$ cat config.mk
export PLATFORM = sky130hd
export DESIGN_NAME = scan_channel_candidate_table
export DESIGN_NICKNAME = d
export VERILOG_FILES = /design/src/sv/scct_pkg.sv /design/src/sv/scan_channel_candidate_table.sv /design/src/sv/scct_cmp.sv /design/src/sv/scct_seq.sv /design/src/sv/scct_table.sv
export SDC_FILE = /design/constraint.sdc
export NUM_CORES = 1
export LEC_CHECK = 0
export BUFFER_PORTS_ARGS = -buffer_cell sky130_fd_sc_hd__buf_2
export CAP_MARGIN = 20
export CORE_ASPECT_RATIO = 0.7
export CORE_UTILIZATION = 30
export CTS_CLUSTER_SIZE = 20
export DETAILED_ROUTE_END_ITERATION = 16
export GPL_TIMING_DRIVEN = 1
export PLACE_DENSITY = 0.51
export SLEW_MARGIN = 20
export SYNTH_ARGS = -nofsm -noshare
export SYNTH_HDL_FRONTEND = slang
export SYNTH_SLANG_ARGS = --single-unit
$ cat constraint.sdc
create_clock -name clk -period 6.8 [get_ports clk]
set_clock_uncertainty 0.2 [all_clocks]
set_input_delay 0.34 -clock clk [delete_from_list [all_inputs] [get_ports clk]]
set_output_delay 0.34 -clock clk [all_outputs]
set_load 0.01 [all_outputs]
$ cat src/sv/scct_pkg.sv
`default_nettype none
package scct_pkg;

  localparam int SLOTS_DEF = 4;

  localparam int KIND_W  = 3;
  localparam int CHAN_W  = 5;
  localparam int LVL_W   = 8;
  localparam int STEP_W  = 7;
  localparam int MASK_W  = 32;
  localparam int CIDX_W  = 2;
  localparam int CDATA_W = 8;
  localparam int IN_TDATA_W  = 16;
  localparam int OUT_TDATA_W = 48;

  localparam logic [STEP_W-1:0] STEP_RST  = 7'd5;
  localparam logic [LVL_W-1:0]  LIMIT_RST = 8'sd50;
  localparam logic [LVL_W-1:0]  LVL_MAX   = 8'h7f;
  localparam logic [LVL_W-1:0]  LVL_MIN   = 8'h80;

  typedef enum logic [KIND_W-1:0] {
    KIND_CLEAR  = 3'd0,
    KIND_ENERGY = 3'd1,
    KIND_NET    = 3'd2,
    KIND_FAIL   = 3'd3,
    KIND_SELECT = 3'd4
  } kind_t;

  typedef enum logic [CIDX_W-1:0] {
    REG_DERATE_STEP  = 2'd0,
    REG_DERATE_LIMIT = 2'd1
  } reg_idx_t;

  typedef enum logic [1:0] {
    ST_IDLE,
    ST_WALK,
    ST_APPLY,
    ST_FINISH
  } state_t;

  typedef struct packed {
    logic in_ready;
    logic walk;
    logic apply;
    logic load_out;
  } ctrl_t;

endpackage
`default_nettype wire

$ cat src/sv/scan_channel_candidate_table.sv
`default_nettype none
// channel  direction  handshake            payload
// in_      slave      in_tvalid/in_tready  tuser kind, tdata channel and level
// out_     master     out_tvalid/out_tready tuser found, tdata choice and mask
// cfg_     slave      cfg_valid/cfg_ready  cfg_index, cfg_data
//
// a beat is accepted, walked slot by slot through the shared comparator,
// updated in the apply state and then loaded into the output register.
// the result register holds a beat until taken; the block stalls in its finish
// state while the previous result is still waiting. cfg writes are taken in
// any cycle. reset empties all slots and loads the register defaults.
module scan_channel_candidate_table #(
  parameter int SLOTS = scct_pkg::SLOTS_DEF
) (
  input  wire logic                                clk,
  input  wire logic                                rst_n,
  input  wire logic                                in_tvalid,
  output logic                                     in_tready,
  // [4:0] channel, [12:5] level, [15:13] zero
  input  wire logic [scct_pkg::IN_TDATA_W-1:0]     in_tdata,
  // [2:0] kind
  input  wire logic [scct_pkg::KIND_W-1:0]         in_tuser,
  output logic                                     out_tvalid,
  input  wire logic                                out_tready,
  // [4:0] best_channel, [12:5] best_level, [44:13] valid_mask, [47:45] zero
  output logic [scct_pkg::OUT_TDATA_W-1:0]         out_tdata,
  // [0] found
  output logic                                     out_tuser,
  input  wire logic                                cfg_valid,
  output logic                                     cfg_ready,
  input  wire logic [scct_pkg::CIDX_W-1:0]         cfg_index,
  input  wire logic [scct_pkg::CDATA_W-1:0]        cfg_data
);

  localparam int IDX_W = (SLOTS > 1) ? $clog2(SLOTS) : 1;
  localparam int LVL_W = scct_pkg::LVL_W;
  localparam int CHAN_W = scct_pkg::CHAN_W;

  scct_pkg::ctrl_t             ctrl;
  logic [IDX_W-1:0]            idx;
  logic                        in_fire;
  logic                        out_free;

  logic [scct_pkg::STEP_W-1:0] step_r;
  logic signed [LVL_W-1:0]     limit_r;

  logic [scct_pkg::KIND_W-1:0] kind_r;
  logic [CHAN_W-1:0]           chan_r;
  logic signed [LVL_W-1:0]     lvl_in_r;

  logic signed [LVL_W-1:0]     acc_r;
  logic [IDX_W-1:0]            worst_r;
  logic                        hit_r;
  logic [IDX_W-1:0]            hit_idx_r;
  logic signed [LVL_W-1:0]     hit_lvl_r;
  logic                        found_r;
  logic [CHAN_W-1:0]           best_chan_r;
  logic signed [LVL_W-1:0]     best_lvl_r;

  logic                        out_valid_r;
  logic                        out_found_r;
  logic [CHAN_W-1:0]           out_chan_r;
  logic signed [LVL_W-1:0]     out_lvl_r;
  logic [scct_pkg::MASK_W-1:0] out_mask_r;

  logic                        s_valid;
  logic [CHAN_W-1:0]           s_chan;
  logic signed [LVL_W-1:0]     s_lvl;
  logic                        s_match;
  logic                        clr_en;
  logic                        wr_en;
  logic [IDX_W-1:0]            wr_idx;
  logic signed [LVL_W-1:0]     wr_lvl;
  logic [scct_pkg::MASK_W-1:0] mask;

  logic signed [LVL_W-1:0]     cmp_a;
  logic                        cmp_lt;
  logic                        cmp_eq;
  logic signed [LVL_W:0]       derated;

  assign in_fire   = in_tvalid & ctrl.in_ready;
  assign in_tready = ctrl.in_ready;
  assign out_free  = !out_valid_r || out_tready;
  assign cfg_ready = 1'b1;

  scct_seq #(.SLOTS(SLOTS)) u_seq (
    .clk      (clk),
    .rst_n    (rst_n),
    .in_fire  (in_fire),
    .out_free (out_free),
    .ctrl     (ctrl),
    .idx      (idx)
  );

  scct_table #(.SLOTS(SLOTS)) u_table (
    .clk      (clk),
    .rst_n    (rst_n),
    .rd_idx   (idx),
    .rd_valid (s_valid),
    .rd_chan  (s_chan),
    .rd_lvl   (s_lvl),
    .clr_en   (clr_en),
    .wr_en    (wr_en),
    .wr_idx   (wr_idx),
    .wr_chan  (chan_r),
    .wr_lvl   (wr_lvl),
    .mask     (mask)
  );

  // walk compares the slot level, update compares the incoming level
  assign cmp_a = ctrl.apply ? lvl_in_r : s_lvl;

  scct_cmp u_cmp (
    .a      (cmp_a),
    .b      (acc_r),
    .a_lt_b (cmp_lt),
    .a_eq_b (cmp_eq)
  );

  assign s_match = s_valid && (s_chan == chan_r);
  assign derated = {hit_lvl_r[LVL_W-1], hit_lvl_r} + (LVL_W+1)'(step_r);

  always_ff @(posedge clk) begin
    if (!rst_n) begin
      step_r  <= scct_pkg::STEP_RST;
      limit_r <= scct_pkg::LIMIT_RST;
    end else if (cfg_valid) begin
      if (cfg_index == scct_pkg::REG_DERATE_STEP) step_r <= cfg_data[scct_pkg::STEP_W-1:0];
      if (cfg_index == scct_pkg::REG_DERATE_LIMIT) limit_r <= cfg_data[LVL_W-1:0];
    end
  end

  always_comb begin
    clr_en = 1'b0;
    wr_en  = 1'b0;
    wr_idx = worst_r;
    wr_lvl = lvl_in_r;
    if (ctrl.walk) begin
      case (kind_r)
        scct_pkg::KIND_CLEAR: clr_en = 1'b1;
        scct_pkg::KIND_FAIL:  clr_en = s_match;
        default:              clr_en = 1'b0;
      endcase
    end
    if (ctrl.apply) begin
      case (kind_r)
        scct_pkg::KIND_ENERGY: wr_en = cmp_lt;
        scct_pkg::KIND_NET: begin
          wr_en  = hit_r;
          wr_idx = hit_idx_r;
          // saturate against the limit at full width
          wr_lvl = (derated > $signed({limit_r[LVL_W-1], limit_r})) ? limit_r
                                                                     : derated[LVL_W-1:0];
        end
        default: wr_en = 1'b0;
      endcase
    end
  end

  always_ff @(posedge clk) begin
    if (in_fire) begin
      kind_r      <= in_tuser;
      chan_r      <= in_tdata[CHAN_W-1:0];
      lvl_in_r    <= in_tdata[CHAN_W+LVL_W-1:CHAN_W];
      acc_r       <= (in_tuser == scct_pkg::KIND_ENERGY) ? scct_pkg::LVL_MIN
                                                         : scct_pkg::LVL_MAX;
      worst_r     <= '0;
      hit_r       <= 1'b0;
      hit_idx_r   <= '0;
      hit_lvl_r   <= '0;
      found_r     <= 1'b0;
      best_chan_r <= '0;
      best_lvl_r  <= '0;
    end else if (ctrl.walk) begin
      case (kind_r)
        scct_pkg::KIND_ENERGY: begin
          if (!s_valid) begin
            worst_r <= idx;
            acc_r   <= scct_pkg::LVL_MAX;
          end else if (!cmp_lt) begin
            worst_r <= idx;
            acc_r   <= s_lvl;
          end
        end
        scct_pkg::KIND_NET: begin
          if (!hit_r && s_match) begin
            hit_r     <= 1'b1;
            hit_idx_r <= idx;
            hit_lvl_r <= s_lvl;
          end
        end
        scct_pkg::KIND_SELECT: begin
          if (s_valid && (cmp_lt || cmp_eq)) begin
            found_r     <= 1'b1;
            best_chan_r <= s_chan;
            best_lvl_r  <= s_lvl;
            acc_r       <= s_lvl;
          end
        end
        default: ;
      endcase
    end
  end

  always_ff @(posedge clk) begin
    if (!rst_n) begin
      out_valid_r <= 1'b0;
    end else if (ctrl.load_out) begin
      out_valid_r <= 1'b1;
    end else if (out_tready) begin
      out_valid_r <= 1'b0;
    end
  end

  always_ff @(posedge clk) begin
    if (ctrl.load_out) begin
      out_found_r <= found_r;
      out_chan_r  <= best_chan_r;
      out_lvl_r   <= best_lvl_r;
      out_mask_r  <= mask;
    end
  end

  assign out_tvalid = out_valid_r;
  assign out_tuser  = out_found_r;
  assign out_tdata  = {3'b000, out_mask_r, out_lvl_r, out_chan_r};

endmodule
`default_nettype wire

$ cat src/sv/scct_cmp.sv
`default_nettype none
// shared signed level comparator
module scct_cmp (
  input  wire logic signed [scct_pkg::LVL_W-1:0] a,
  input  wire logic signed [scct_pkg::LVL_W-1:0] b,
  output logic                                   a_lt_b,
  output logic                                   a_eq_b
);

  assign a_lt_b = (a < b);
  assign a_eq_b = (a == b);

endmodule
`default_nettype wire

$ cat src/sv/scct_seq.sv
`default_nettype none
module scct_seq #(
  parameter int SLOTS = scct_pkg::SLOTS_DEF,
  localparam int IDX_W = (SLOTS > 1) ? $clog2(SLOTS) : 1
) (
  input  wire logic              clk,
  input  wire logic              rst_n,
  input  wire logic              in_fire,
  input  wire logic              out_free,
  output scct_pkg::ctrl_t        ctrl,
  output logic [IDX_W-1:0]       idx
);

  scct_pkg::state_t  state_r, state_nxt;
  logic [IDX_W-1:0]  cnt_r, cnt_nxt;
  logic              last_slot;

  assign last_slot = (cnt_r == IDX_W'(SLOTS - 1));
  assign idx = cnt_r;

  always_ff @(posedge clk) begin
    if (!rst_n) begin
      state_r <= scct_pkg::ST_IDLE;
      cnt_r   <= '0;
    end else begin
      state_r <= state_nxt;
      cnt_r   <= cnt_nxt;
    end
  end

  always_comb begin
    state_nxt = state_r;
    cnt_nxt   = cnt_r;
    case (state_r)
      scct_pkg::ST_IDLE: begin
        cnt_nxt = '0;
        if (in_fire) state_nxt = scct_pkg::ST_WALK;
      end
      scct_pkg::ST_WALK: begin
        if (last_slot) state_nxt = scct_pkg::ST_APPLY;
        else cnt_nxt = cnt_r + 1'b1;
      end
      scct_pkg::ST_APPLY: begin
        state_nxt = scct_pkg::ST_FINISH;
      end
      scct_pkg::ST_FINISH: begin
        if (out_free) state_nxt = scct_pkg::ST_IDLE;
      end
      default: state_nxt = scct_pkg::ST_IDLE;
    endcase
  end

  always_comb begin
    ctrl = '0;
    case (state_r)
      scct_pkg::ST_IDLE:   ctrl.in_ready = 1'b1;
      scct_pkg::ST_WALK:   ctrl.walk     = 1'b1;
      scct_pkg::ST_APPLY:  ctrl.apply    = 1'b1;
      scct_pkg::ST_FINISH: ctrl.load_out = out_free;
      default:             ctrl = '0;
    endcase
  end

endmodule
`default_nettype wire

$ cat src/sv/scct_table.sv
`default_nettype none
module scct_table #(
  parameter int SLOTS = scct_pkg::SLOTS_DEF,
  localparam int IDX_W = (SLOTS > 1) ? $clog2(SLOTS) : 1
) (
  input  wire logic                                 clk,
  input  wire logic                                 rst_n,
  input  wire logic [IDX_W-1:0]                     rd_idx,
  output logic                                      rd_valid,
  output logic [scct_pkg::CHAN_W-1:0]               rd_chan,
  output logic signed [scct_pkg::LVL_W-1:0]         rd_lvl,
  input  wire logic                                 clr_en,
  input  wire logic                                 wr_en,
  input  wire logic [IDX_W-1:0]                     wr_idx,
  input  wire logic [scct_pkg::CHAN_W-1:0]          wr_chan,
  input  wire logic signed [scct_pkg::LVL_W-1:0]    wr_lvl,
  output logic [scct_pkg::MASK_W-1:0]               mask
);

  logic [SLOTS-1:0]                       valid_r;
  logic [scct_pkg::CHAN_W-1:0]            chan_r [SLOTS];
  logic signed [scct_pkg::LVL_W-1:0]      lvl_r  [SLOTS];

  assign rd_valid = valid_r[rd_idx];
  assign rd_chan  = chan_r[rd_idx];
  assign rd_lvl   = lvl_r[rd_idx];

  always_ff @(posedge clk) begin
    if (!rst_n) begin
      valid_r <= '0;
    end else begin
      if (clr_en) valid_r[rd_idx] <= 1'b0;
      if (wr_en)  valid_r[wr_idx] <= 1'b1;
    end
  end

  always_ff @(posedge clk) begin
    if (wr_en) begin
      chan_r[wr_idx] <= wr_chan;
      lvl_r[wr_idx]  <= wr_lvl;
    end
  end

  // one-hot per valid slot, or-ed together
  always_comb begin
    mask = '0;
    for (int i = 0; i < SLOTS; i++) begin
      if (valid_r[i]) mask = mask | (scct_pkg::MASK_W'(1) << chan_r[i]);
    end
  end

endmodule
`default_nettype wire
==> key figures <==
Drt
  – Via count: 6116
  – ANT nets after route: 0
  – Drt first-iter violations: 655
  – DRT Pass-1 Iters: 5
  – DRT Wirelength: 22.8 mm
  – Routed length per instance: 18.8 microns
  – Vias per inst: 5.05
  – DR DRC count: 0

Place
  – Half-perimeter wire length after placement: 16.2 mm
  – PortBufs: 78
  – Placed Area: 0.00929 sq mm
  – RePlAce Congestion: 0.941

Synth
  – Syn. warnings: 0
  – Share of the synthesized area in the top cell type: 0.428
  – Synthesized area: 0.00855 sq mm
  – Syn Area/Cell: 11.7 sq um
  – Most common flop cell mapped by yosys: edfxtp_1
  – EDFF count, synth: 122
  – Unique masters post-synth: 66
  – Post-synthesis sequential area ratio: 0.552
  – Synth area leader: edfxtp_1
  – Gate Count Post-Synth: 733
  – Synth area leaders: edfxtp_1 43%, dfxtp_1 12%, ha_1 4.8%
  – Synth Register Bits: 175
  – Share of synthesized registers carrying an async set or reset: 0

GRT
  – Largest net degree at the start of global routing: 47
  – Vias in the first global route: 5759
  – Global-route wire length before repair: 34.8 mm
  – Initial antenna violation count: 0
  – Gr ovfl total: 0
  – Tot GR Track Use: 0.161

Final layout
  – Area Growth Syn to Fin: 18.3%
  – Nets: 894
  – Layout cells sized above 1: 0.176
  – Final instance area: 0.0101 sq mm
  – ANT cells: 0

Timing
  – Slew HR: 0.269
  – TNS Setup: 0 ns
  – RSZ-0062 raised after global routing: false
  – Fmax: 213 MHz
  – Final Slew Violations: 0
  – Final setup fails: 0
  – Min cycle time layout: 4.70 ns
  – Period utilisation layout: 0.691
  – WHS: 0.0763 ns
  – Final Hold Viols: 0
  – Measured slew at the worst slew-check pin: 1.09 ns

Floorplan
  – Die Area: 0.0292 sq mm
  – Starting utilization of the core area: 0.307
  – Die W: 204 microns
  – Core Region: 0.0279 sq mm
  – IO Count: 86
  – Site row count: 51
  – Die span in y: 143 microns

Clock network
  – CTS tree: built
  – Clock sinks: 175
  – Postcts setup bufs: 0
  – Cts hold-fix bufs: 24
  – Root buffer cell: clkbuf_16
  – Resize count post-CTS: 0
  – Total CTS buffers: 17
  – H-tree depth: 4
  – Clock Latency Late Sink: 0.43 ns
  – Longest Clk Path Bufs: 2
  – Clock slew at reported path FFs: 0.07 ns

Critical path
  – CP Class: reg2reg
  – Crit path arrival time: 4.63 ns
  – Crit path capture type: register
  – Startpoint types: register
  – Worst-path fanout max: 13
  – Crit path required time: 6.73 ns

Power
  – Net Sw Frac: 0.299
  – Switching pwr: 0.877 mW
  – Lkg Pwr: 3.69 nW
  – Power Dens Cells: 290 mW/mm^2
  – Logic gate share of total power: 0.202
  – Internal: 2.06 mW
  – Seq pwr share: 0.463
  – Clock power frac: 0.335
  – Max VDD drop: 158 uV

Min path
  – Min-delay worst type: in2reg

Outcome
  – Status: finished clean

Job
  – Max_cap viols: 0
-- metrics by stage --
stage	instances	power (mW)	utilization	setup slack, ns
after floorplan	735	1.76	-	2.81
after global placement	1154	1.96	0.333	2.11
after detailed placement	1154	1.96	0.333	2.06
after CTS	1210	2.96	0.363	2.03
after global routing	1210	3.07	0.363	1.88
final	1210	2.93	0.363	2.10
-- area by class of cell --
cell class,count,area (sq um)
sequential,175,4720
fill,2762,17800
clock buffer,19,464
inverter,33,124
multi-input combinational,488,3520
tap,371,464
clock inverter,13,124
timing repair buffer,111,698
-- cells in the final DEF, fill, tap and decap left out, types with 6 or more instances in the layout --
| cell | synthesis | routed |
|---|---|---|
| edfxtp_1 | 122 | 122 |
| buf_2 | 3 | 78 |
| nand2_1 | 62 | 62 |
| nor2_1 | 60 | 60 |
| dfxtp_1 | 53 | 53 |
| o21ai_0 | 44 | 44 |
| inv_1 | 33 | 33 |
| mux2i_1 | 33 | 33 |
| ha_1 | 33 | 33 |
| a21oi_1 | 31 | 31 |
| nand3_1 | 30 | 30 |
| nor2b_1 | 26 | 25 |
| dlygate4sd3_1 | 0 | 24 |
| clkbuf_16 | 0 | 18 |
| o221ai_1 | 13 | 13 |
| nor3_1 | 12 | 12 |
| o211ai_1 | 11 | 11 |
| mux4_1 | 11 | 11 |
| buf_4 | 4 | 9 |
| nand2b_1 | 8 | 8 |
| a221o_1 | 8 | 8 |
| mux2_2 | 8 | 8 |
| nand3b_1 | 7 | 7 |
| a22oi_1 | 6 | 6 |
| inv_6 | 0 | 6 |
-- critical path, cell delays in order (launching register included) --
cell and delay, ns:
dfxtp_1 0.76, mux4_1 0.79, mux2_2 0.32, ha_1 0.31, or3b_2 0.47, a211oi_1 0.23
a31o_2 0.23, and3_1 0.19, a32oi_1 0.13, nor2_1 0.47, buf_4 0.28
-- state kept, by name, summed over array words and instances (netlist names), 8 cells and up, named ones only --
name	count
acc_r	8
best_lvl_r	8
hit_lvl_r	8
limit_r	8
lvl_in_r	8
out_lvl_r	8
out_mask_r	32
u_table.chan_r	20
u_table.lvl_r	32
-- logic make-up after synthesis --
| family | share of synthesized area |
|---|---|
| AOI/OAI and AO/OA | 0.117 |
| xor gates and xnor gates | 0.0127 |
| adders and majority gates | 0.0506 |
| buffers and inverters | 0.0382 |
| DFF | 0.552 |
| muxes | 0.0908 |
| other | 0.000878 |
| and+or+nand+nor | 0.138 |
-- layer usage --
metal | GRT usage | routed length (microns) | part of all wire
met1 | 0.260 | 12000 | 0.53
met2 | 0.207 | 8740 | 0.38
met3 | 0.0386 | 1920 | 0.084
met4 | 0.0356 | 138 | 0.0061
met5 | 0 | 0 | 0
-- synthesized netlist by cell type, drive strengths merged (2+ instances only) --
cell / number
dfxtp: 53
a32o: 2
clkbuf: 25
nor3: 12
or3b: 3
conb: 2
o211ai: 11
nor3b: 4
o21ai: 46
nor2: 60
a211oi: 5
ha: 33
or2: 3
xnor2: 8
a221o: 8
o221ai: 13
mux4: 14
nand3b: 7
a22oi: 6
nor4: 5
nand2b: 8
nand2: 62
and2: 4
inv: 33
edfxtp: 122
nand4b: 2
o311a: 2
nor2b: 26
nand3: 30
o21bai: 3
mux2i: 33
a21oi: 31
mux2: 8
and3: 3
o22ai: 3
nand4: 4
a21o: 4
a32oi: 5
o31ai: 2
buf: 14
-- power groups by stage --
stage	Combinational, mW	Clock, mW	Sequential, mW
2_1_floorplan	0.405	0	1.36
5_1_grt	0.651	1.05	1.37
4_1_cts	0.594	1.01	1.36
3_5_place_dp	0.581	0	1.38
6_report	0.591	0.984	1.36
3_3_place_gp	0.576	0	1.38
-- path summary, 6_finish.rpt --
path | startpoint | end | slack (ns) | cells after the start
max | register | u_table.lvl_r[3][0] | 2.10 | 10
min | out_tready | out_tvalid | 0.08 | 3
max reg2reg | register | u_table.lvl_r[3][0] | 2.10 | 10
min reg2reg | best_lvl_r[0] | out_lvl_r[0] | 0.23 | 0
Power figures use the tool's default switching activity.
